`src/rtl/tqsa_pkg.sv`:
```
`timescale 1ns / 1ps
// tqsa_pkg: operation and status codes for the two-queue shared array
// plus the step record passed from the pointer control to the top level
// no dependencies
package tqsa_pkg;

    typedef enum logic [1:0] {
        OP_PUSH_A = 2'd0,
        OP_PUSH_B = 2'd1,
        OP_POP_A  = 2'd2,
        OP_POP_B  = 2'd3
    } t_op;

    typedef enum logic [1:0] {
        ST_OK    = 2'd0,
        ST_FULL  = 2'd1,
        ST_EMPTY = 2'd2
    } t_status;

    typedef struct packed {
        logic    wr_en;
        logic    rd_en;
        t_status status;
    } t_step;

endpackage

```
`src/rtl/two_queue_shared_array.sv`:
```
`timescale 1ns / 1ps
// two_queue_shared_array: two fifo queues growing toward each other in one
// shared memory of DEPTH words, with a one-entry result register
// depends on tqsa_pkg and tqsa_ctrl
//
//  channel | valid   | stall   | payload
//  --------+---------+---------+------------------------------
//  in      | i_valid | o_stall | i_operation, i_push_value
//  out     | o_valid | i_stall | o_pop_value, o_status
//
// one beat per cycle while o_stall is low; the result is registered and appears in
// the cycle after its input beat, paced by the single read/write port of the shared memory
// pointers update and the memory is read or written on the accepting edge
// o_stall follows i_stall while a result is held; a held result never changes
// synchronous active-low reset empties both queues; memory contents are kept
module two_queue_shared_array
    import tqsa_pkg::*;
#(
    parameter int DEPTH = 16
) (
    input  logic               i_clk,
    input  logic               i_rst_n,
    input  logic               i_valid,
    output logic               o_stall,
    input  logic [1:0]         i_operation,
    input  logic signed [31:0] i_push_value,
    output logic               o_valid,
    input  logic               i_stall,
    output logic signed [31:0] o_pop_value,
    output logic [1:0]         o_status
);

    localparam int AW = $clog2(DEPTH);

    logic signed [31:0] r_mem [DEPTH];
    logic signed [31:0] r_rd_data;
    logic               r_out_valid;
    logic               r_pop_ok;
    t_status            r_status;
    t_step              step;
    logic [AW-1:0]      addr;
    logic               fire;

    assign o_stall = r_out_valid && i_stall;
    assign fire    = i_valid && !o_stall;

    tqsa_ctrl #(
        .DEPTH (DEPTH),
        .AW    (AW)
    ) u_ctrl (
        .i_clk       (i_clk),
        .i_rst_n     (i_rst_n),
        .i_fire      (fire),
        .i_operation (i_operation),
        .o_step      (step),
        .o_addr      (addr)
    );

    always_ff @(posedge i_clk) begin
        if (fire && step.wr_en) begin
            r_mem[addr] <= i_push_value;
        end
        if (fire && step.rd_en) begin
            r_rd_data <= r_mem[addr];
        end
    end

    always_ff @(posedge i_clk) begin
        if (!i_rst_n) begin
            r_out_valid <= 1'b0;
        end else if (fire) begin
            r_out_valid <= 1'b1;
        end else if (!i_stall) begin
            r_out_valid <= 1'b0;
        end
    end

    always_ff @(posedge i_clk) begin
        if (fire) begin
            r_pop_ok <= step.rd_en;
            r_status <= step.status;
        end
    end

    assign o_valid     = r_out_valid;
    assign o_pop_value = r_pop_ok ? r_rd_data : '0;
    assign o_status    = r_status;

endmodule

```
`src/rtl/tqsa_ctrl.sv`:
```
`timescale 1ns / 1ps
// tqsa_ctrl: head, tail and empty registers of both queues, full/empty
// decision and the memory address for each accepted beat
// depends on tqsa_pkg
module tqsa_ctrl
    import tqsa_pkg::*;
#(
    parameter int DEPTH = 16,
    parameter int AW    = $clog2(DEPTH)
) (
    input  logic          i_clk,
    input  logic          i_rst_n,
    input  logic          i_fire,
    input  logic [1:0]    i_operation,
    output t_step         o_step,
    output logic [AW-1:0] o_addr
);

    localparam logic [AW-1:0] TOP    = AW'(DEPTH - 1);
    localparam logic [AW:0]   DEPTHW = (AW + 1)'(DEPTH);

    logic [AW-1:0] r_a_head, r_a_tail, r_b_head, r_b_tail;
    logic [AW-1:0] n_a_head, n_a_tail, n_b_head, n_b_tail;
    logic          r_a_empty, r_b_empty, n_a_empty, n_b_empty;
    logic [AW:0]   a_next;
    logic [AW:0]   b_rear;
    logic          full;
    t_op           op;

    always_comb begin
        op     = t_op'(i_operation);
        a_next = r_a_empty ? '0 : ({1'b0, r_a_tail} + (AW + 1)'(1));
        b_rear = r_b_empty ? DEPTHW : {1'b0, r_b_tail};
        full   = a_next >= b_rear;

        n_a_head  = r_a_head;
        n_a_tail  = r_a_tail;
        n_a_empty = r_a_empty;
        n_b_head  = r_b_head;
        n_b_tail  = r_b_tail;
        n_b_empty = r_b_empty;
        o_step    = '{wr_en: 1'b0, rd_en: 1'b0, status: ST_OK};
        o_addr    = '0;

        unique case (op)
            OP_PUSH_A: begin
                if (full) begin
                    o_step.status = ST_FULL;
                end else begin
                    o_step.wr_en = 1'b1;
                    o_addr       = a_next[AW-1:0];
                    n_a_tail     = a_next[AW-1:0];
                    n_a_empty    = 1'b0;
                    if (r_a_empty) begin
                        n_a_head = '0;
                    end
                end
            end
            OP_PUSH_B: begin
                if (full) begin
                    o_step.status = ST_FULL;
                end else begin
                    o_step.wr_en = 1'b1;
                    n_b_empty    = 1'b0;
                    if (r_b_empty) begin
                        o_addr   = TOP;
                        n_b_head = TOP;
                        n_b_tail = TOP;
                    end else begin
                        o_addr   = r_b_tail - AW'(1);
                        n_b_tail = r_b_tail - AW'(1);
                    end
                end
            end
            OP_POP_A: begin
                if (r_a_empty) begin
                    o_step.status = ST_EMPTY;
                end else begin
                    o_step.rd_en = 1'b1;
                    o_addr       = r_a_head;
                    if (r_a_head == r_a_tail) begin
                        n_a_empty = 1'b1;
                        n_a_head  = '0;
                        n_a_tail  = '0;
                    end else begin
                        n_a_head = r_a_head + AW'(1);
                    end
                end
            end
            OP_POP_B: begin
                if (r_b_empty) begin
                    o_step.status = ST_EMPTY;
                end else begin
                    o_step.rd_en = 1'b1;
                    o_addr       = r_b_head;
                    if (r_b_head == r_b_tail) begin
                        n_b_empty = 1'b1;
                        n_b_head  = TOP;
                        n_b_tail  = TOP;
                    end else begin
                        n_b_head = r_b_head - AW'(1);
                    end
                end
            end
            default: begin
                o_step.status = ST_OK;
            end
        endcase
    end

    always_ff @(posedge i_clk) begin
        if (!i_rst_n) begin
            r_a_head  <= '0;
            r_a_tail  <= '0;
            r_a_empty <= 1'b1;
            r_b_head  <= TOP;
            r_b_tail  <= TOP;
            r_b_empty <= 1'b1;
        end else if (i_fire) begin
            r_a_head  <= n_a_head;
            r_a_tail  <= n_a_tail;
            r_a_empty <= n_a_empty;
            r_b_head  <= n_b_head;
            r_b_tail  <= n_b_tail;
            r_b_empty <= n_b_empty;
        end
    end

    // queue a occupies head..tail going up
    a_order: assert property (@(posedge i_clk) disable iff (!i_rst_n)
        !r_a_empty |-> r_a_head <= r_a_tail)
        else $error("queue a head beyond tail");

    // queue b occupies tail..head going down
    b_order: assert property (@(posedge i_clk) disable iff (!i_rst_n)
        !r_b_empty |-> r_b_tail <= r_b_head)
        else $error("queue b tail beyond head");

    // the two queues never overlap
    no_overlap: assert property (@(posedge i_clk) disable iff (!i_rst_n)
        (!r_a_empty && !r_b_empty) |-> r_a_tail < r_b_tail)
        else $error("queues overlap in the shared array");

    // an emptied queue a sits at its home pointers
    a_home: assert property (@(posedge i_clk) disable iff (!i_rst_n)
        r_a_empty |-> (r_a_head == '0 && r_a_tail == '0))
        else $error("empty queue a off its home pointers");

    // one memory access per beat at most
    one_port: assert property (@(posedge i_clk) disable iff (!i_rst_n)
        !(o_step.wr_en && o_step.rd_en))
        else $error("read and write in the same beat");

endmodule
```
`config.mk`:
```
export PLATFORM = sky130hd
export DESIGN_NAME = two_queue_shared_array
export DESIGN_NICKNAME = d
export VERILOG_FILES = /design/src/rtl/tqsa_pkg.sv /design/src/rtl/two_queue_shared_array.sv /design/src/rtl/tqsa_ctrl.sv
export SDC_FILE = /design/constraint.sdc
export NUM_CORES = 1
export LEC_CHECK = 0
export ABC_AREA = 1
export ABC_CLOCK_PERIOD_IN_PS = 3900
export BUFFER_PORTS_ARGS = -buffer_cell sky130_fd_sc_hd__buf_2
export CAP_MARGIN = 25
export CORE_AREA = 8 8 277 252
export CTS_BUF_LIST = sky130_fd_sc_hd__clkbuf_2
export CTS_CLUSTER_SIZE = 28
export DETAILED_ROUTE_END_ITERATION = 10
export DIE_AREA = 0 0 285 260
export PLACE_DENSITY_LB_ADDON = 0.05
export SLEW_MARGIN = 10
export SYNTH_ARGS = -nofsm -noshare
export SYNTH_HDL_FRONTEND = slang
export SYNTH_SLANG_ARGS = --single-unit
export TNS_END_PERCENT = 20
```
`constraint.sdc`:
```
create_clock -name i_clk -period 3.9 [get_ports i_clk]
set_input_delay 0.195 -clock i_clk [delete_from_list [all_inputs] [get_ports i_clk]]
set_output_delay 0.195 -clock i_clk [all_outputs]
set_load 0.005 [all_outputs]
```
### Word level (Yosys, flattened, before mapping)

Memories as Yosys holds them, arrays and structs flattened. A register that Yosys moved wholly into a read port is not among the register bits.
Index checks and enable logic that the tools add are counted.

* output and inout port bits: 36
* bits of input ports: 38
* memories kept: 1
* logic and storage cells: 89
* flip-flop bits (word level): 22
* RAM bits: 512

* $add $sub $neg: 4
* reductions and logical operators: 15
* magnitude comparators: 1
* multiplexer cells: 46
* equal/unequal tests: 13

Memories
* r_mem: words 16, bits a word 32, rd ports 1, clocked after memory_dff 1, write ports 1, RTL line two_queue_shared_array.sv:35 `logic signed [31:0] r_mem [DEPTH];`

Operators with widths (count)
* 2-to-1 mux 4 bit: 18
* 2-to-1 mux 32 bit: 1
* one-hot mux 4 bit (2 select lines): 4
* one-hot mux 4 bit (4 select lines): 1
* AND reduction 5 bit: 3
* 2-to-1 mux 1 bit: 14
* 2-to-1 mux 5 bit: 2
* == test 4 bit: 2
* inequality test 2 x 1 -> 1 bit (second input constant): 4
* inequality test 2 bit (second input constant): 4
* subtractor 4 x 1 -> 4 bit (second input constant): 2
* one-hot mux 1 bit (2 select lines): 3
* one-hot mux 2 bit (3 select lines): 1
* AND reduction 3 bit: 2
* adder 4 x 1 -> 5 bit (second input constant): 1
* >= comparator 5 bit: 1
* adder 4 x 1 -> 4 bit (second input constant): 1
* == test 2 bit (second input constant): 2
* logical AND 1 bit: 4
* 2-to-1 mux 2 bit: 2
* AND reduction 4 bit: 1
* nonzero test 2 bit: 2
* == test 2 x 1 -> 1 bit (second input constant): 1
* zero test 2 bit: 1
* other kinds (2): 2

### Depth between registers and ports, before layout

* depth after elaboration: 8
* gate-level depth with buffers: 24
* depth with buffers taken out: 22

### Cells and area by module

Synthesis repeated with hierarchy kept, for this count alone.

* cells, all modules: 2434
* area, all modules: 24392.1 um^2

Modules (own cells, without submodules)
* two_queue_shared_array: cells an instance 2193, instances 1, sequential area each 16445.8 um^2, area each 22897.0 um^2
* tqsa_ctrl: cells an instance 241, instances 1, sequential area each 360.3 um^2, area each 1495.2 um^2

### Least setup slack after synthesis

No wires, ideal clock.

* kind: register to register
* start point: register u_ctrl.r_a_tail[0]
* end point: memory r_mem[4][0], enable pin
* path slack: -238 ps
* cell stages (with the launch flop): 19
* library setup time: 421 ps
* buffers on the path: 1
* required time: 3479 ps
* clock period less this slack: 4138 ps
* data arrival time: 3717 ps
* cells stage by stage: dfxtp_1 > ha_1 > nand2_1 > inv_1 > ha_1 > a21oi_1 > nand2_1 > nand2_1 > nand2_1 > nand2_2 > nand2_2 > nor2_2 > nand2_1 > nand3_1 > nand2_2 > a21oi_4 > buf_2 > nand2_1 > nor2_1

* cells in the longest elaborated chain, start to end: 8
* elaborated cells between the ends (all ways): 11
* classes of those cells: add/sub (1); order compare (1); mux (8); reduce/logical (1)

Ends and longest elaborated chain
* from (decl): RTL line tqsa_ctrl.sv:22 `logic [AW-1:0] r_a_head, r_a_tail, r_b_head, r_b_tail;`
* from (signal assigned): RTL line tqsa_ctrl.sv:121 `r_a_tail <= n_a_tail;`
* adder 4 x 1 -> 5 bit (*): RTL line tqsa_ctrl.sv:32 `a_next = r_a_empty ? '0 : ({1'b0, r_a_tail} + (AW + 1)'(1));`
* 2-to-1 mux 5 bit (*): RTL line tqsa_ctrl.sv:32
* >= comparator 5 bit: RTL line tqsa_ctrl.sv:34 `full = a_next >= b_rear;`
* 2-to-1 mux 1 bit: RTL line tqsa_ctrl.sv:47, tqsa_ctrl.sv:60
* 2-to-1 mux 1 bit
* logical AND 1 bit: RTL line two_queue_shared_array.sv:60 `if (fire && step.wr_en) begin`
* 2-to-1 mux 1 bit: RTL line two_queue_shared_array.sv:60
* 2-to-1 mux 1 bit (implied by the code): RTL line two_queue_shared_array.sv:61 `r_mem[addr] <= i_push_value;`
* to (decl): RTL line two_queue_shared_array.sv:35

Every way passes the cells marked *; elsewhere a longest branch is shown, timed or not.

### Final worst setup path

* start point: register u_ctrl.r_a_tail[0]
* end point: register u_ctrl.r_b_empty

* cells in the longest elaborated chain, start to end: 5

Ends and longest elaborated chain
* adder 4 x 1 -> 5 bit: RTL line tqsa_ctrl.sv:32
* 2-to-1 mux 5 bit: RTL line tqsa_ctrl.sv:32
* >= comparator 5 bit: RTL line tqsa_ctrl.sv:34
* inequality test 2 bit (no line)
* AND reduction 3 bit (no line)
* to (signal assigned): RTL line tqsa_ctrl.sv:125 `r_b_empty <= n_b_empty;`
* to (decl): RTL line tqsa_ctrl.sv:24 `logic r_a_empty, r_b_empty, n_a_empty, n_b_empty;`

No other way between the ends.
A chain may end at the register's enable or synchronous reset.

==> impl_metrics.env <==
export IMPL_yosysWarnings=0
export IMPL_wl_per_cell_um=21.0
export IMPL_antenna_left=0
export IMPL_drtPass1Iterations=6
export IMPL_coreArea_um2=65000
export IMPL_grt_setup_unrepaired="false"
export IMPL_slowest_delay_ps=580
export IMPL_route_detailed_drc=0
export IMPL_setup_viol=0
export IMPL_critPathMaxFanout=7
export IMPL_final_util_pct=44.7
export IMPL_p_leak_nw=12.3
export IMPL_skew_ps=85.0
export IMPL_io_buffers=73
export IMPL_wl_um=76700
export IMPL_dr_total_vias=18574
export IMPL_antenna_found_initial=3
export IMPL_clk_latency_ps=1320
export IMPL_tritoncts="yes"
export IMPL_worstPathCellList="ha_1 > nand2_1 > inv_2 > ha_1 > a21oi_1 > nand2_1 > nand2_1 > nand2_1 > nand2_2 > nand2_2 > nand2_1 > inv_2 > nor2_1 > nand2_1 > dlygate4sd3_1 > inv_1 > o211ai_1 > o211ai_1 > dlygate4sd3_1"
export IMPL_dp_cells=3305
export IMPL_crit_family="buffers and inverters"
export IMPL_grt_pass1_wl_um=116000
export IMPL_cp_required_ps=5120
export IMPL_fin_ws_ps=334
export IMPL_drive_gt1_share_pct=15.1
export IMPL_worstMarginPinSlew_ps=879
export IMPL_rows=89
export IMPL_crit_type="reg -> reg"
export IMPL_r2r_cells=19
export IMPL_min_period_ps=3570
export IMPL_die_area_um2=74100
export IMPL_clockRootBuffer="clkbuf_2"
export IMPL_syn_area_um2=25100
export IMPL_fin_crit_sh_pct=91.4
export IMPL_seq_area_frac_synth_pct=67.0
export IMPL_grt_pass1_vias=18702
export IMPL_drtIter0Drc=1321
export IMPL_powerDensity_nw_per_um2=433
export IMPL_syn_num_nets=2511
export IMPL_dp_hpwl_um=38600
export IMPL_post_cts_buffers=0
export IMPL_clockBufferDepth=3
export IMPL_fin_nets=2722
export IMPL_slew_limit_headroom_pct=41.4
export IMPL_die_h_um=260
export IMPL_start_util_pct=38.6
export IMPL_synth_top_area_share_pct=65.4
export IMPL_yosysUniqueCellTypes=34
export IMPL_syn_area_per_cell_um2=10.2
export IMPL_crit_cells=19
export IMPL_cts_clk_slew_worst_paths_ps=100
export IMPL_worst_r2r_setup_slack_ps=330
export IMPL_path_buf_inv=5
export IMPL_cp_arrival_ps=4790
export IMPL_start_kind="register"
export IMPL_grt_max_degree=147
export IMPL_min_path_type="in -> reg"
export IMPL_synth_seq_cells=566
export IMPL_overflow=0
export IMPL_synth_top_area_cell="edfxtp_1"
export IMPL_pre_cts_slack_ps=395
export IMPL_drv_cap=0
export IMPL_gp_congestion=0.771
export IMPL_hold_violations=0
export IMPL_fin_cells=3655
export IMPL_area_growth_synth_to_final_pct=15.9
export IMPL_cpMostUsedCell="nand2_1"
export IMPL_fp_dieW_um=285
export IMPL_vias_per_cell=5.08
export IMPL_clock_sinks=566
export IMPL_io_pins=74
export IMPL_hold_path_depth=7
export IMPL_syn_inst=2465
export IMPL_htree_levels=4
export IMPL_grt_usage_pct=20.5
export IMPL_peakVddDrop_v=0.000246
export IMPL_slew_violations=0
export IMPL_cp_slowest_cell="dlygate4sd3_1"
export IMPL_end_kind="register"
export IMPL_fmax_mhz=280
export IMPL_synth_area_leaders="edfxtp_1, nand2_1, nand4_1, buf_2, inv_1"
export IMPL_cts_inserted_buffers=153
export IMPL_status="completed"
[final cells by class]
class	count	area, um2
Antenna cell	4	10.0
Tap cell	864	1080
Clock inverter	40	249
Inverter	136	513
Sequential cell	566	16800
Fill cell	6419	35900
Timing Repair Buffer	215	2100
Clock buffer	226	1130
Multi-Input combinational cell	1604	7190
[registers in the layout, summed over array words and instances (netlist names)]
register / flops
o_status: 2
u_ctrl.r_b_empty: 1
o_valid: 1
r_pop_ok: 1
r_mem: 512
u_ctrl.r_a_head: 4
u_ctrl.r_b_tail: 4
r_rd_data: 32
u_ctrl.r_b_head: 4
u_ctrl.r_a_tail: 4
u_ctrl.r_a_empty: 1
[kinds of logic after synthesis]
logic type	synth area share (%)
xor+xnor	0.349
fa+ha+maj	0.399
flops	67.0
buf+inv	5.10
simple gates	26.0
compound gates	1.18
[what timing repair did]
action,CTS,global route
endpoints found under the setup margin,0,1
hold buffers,80,0
endpoints found under the hold margin,1061,0
gates resized for setup,0,5
[through the flow]
stage	total power [mW]	setup TNS [ps]	hold slack, ps	instance area, um2
floorplan	7.87	-100800	294	25100
global placement	8.44	0	461	26900
detailed placement	8.45	0	473	26900
CTS	12.8	0	57.9	29100
global route	13.2	0	155	29100
finish	12.6	0	188	29100
[path summary, 6_finish.rpt]
path | to | startpoint
hold / removal | u_ctrl.r_a_tail[1] | i_operation[1]
setup / recovery | u_ctrl.r_b_empty | u_ctrl.r_a_tail[0]
hold reg to reg | u_ctrl.r_a_tail[1] | u_ctrl.r_a_tail[1]
setup reg to reg | u_ctrl.r_b_empty | u_ctrl.r_a_tail[0]
[synthesized netlist by cell type]
cell and n:
nor3_1 3, nor2_1 41, buf_6 2, o21ai_2 1, nand4_2 1, nand2_1 1175, ha_1 8, a32oi_1 1
a21oi_1 20, a21oi_4 2, clkinv_1 1, clkbuf_1 38, xor2_1 10, nor2_2 2, inv_1 127, a21oi_2 1
buf_4 6, nand3b_1 1, a31oi_1 2, inv_2 8, nor4_1 2, o21ai_1 4, buf_2 108, edfxtp_1 547
dfxtp_1 19, nand4_1 258, o211ai_1 5, nand3_2 1, buf_1 5, a22oi_2 1, nand3_1 47, o21ai_0 11
or2_0 1, nand2_2 6
[worst reg2reg max path, stage by stage, from the launching register on]
cell and delay [ps]:
dfxtp_2 360, ha_1 290, nand2_1 80, inv_2 60, ha_1 270, a21oi_1 140, nand2_1 70, nand2_1 70
nand2_1 60, nand2_2 150, nand2_2 140, nand2_1 130, inv_2 50, nor2_1 120, nand2_1 70, dlygate4sd3_1 580
inv_1 100, o211ai_1 90, o211ai_1 100, dlygate4sd3_1 570
[metal layers]
metal  GRT usage, %  routed length (um)
met5              0                   8
met4           7.05                1700
met3           4.20                3500
met2           33.2               36000
met1           27.3               35400
[placed cells by master, fill, tap and decap left out, types with 24 or more instances in the layout]
cell type and instances:
buf_12 36, buf_2 73, buf_4 25, clkbuf_2 226, clkinv_1 29, dlygate4sd3_1 80
edfxtp_1 547, inv_1 126, nand2_1 1174, nand3_1 45, nand4_1 258, nor2_1 24
[power breakdown]
part           total [mW]  internal [mW]  leakage (nW)  switching (mW)
combinational        1.58          0.488          6.15            1.09
sequential           6.78           6.75          5.09          0.0304
clock                4.23           1.74          1.06            2.49
Note: power is estimated with default switching activity, not from simulation.
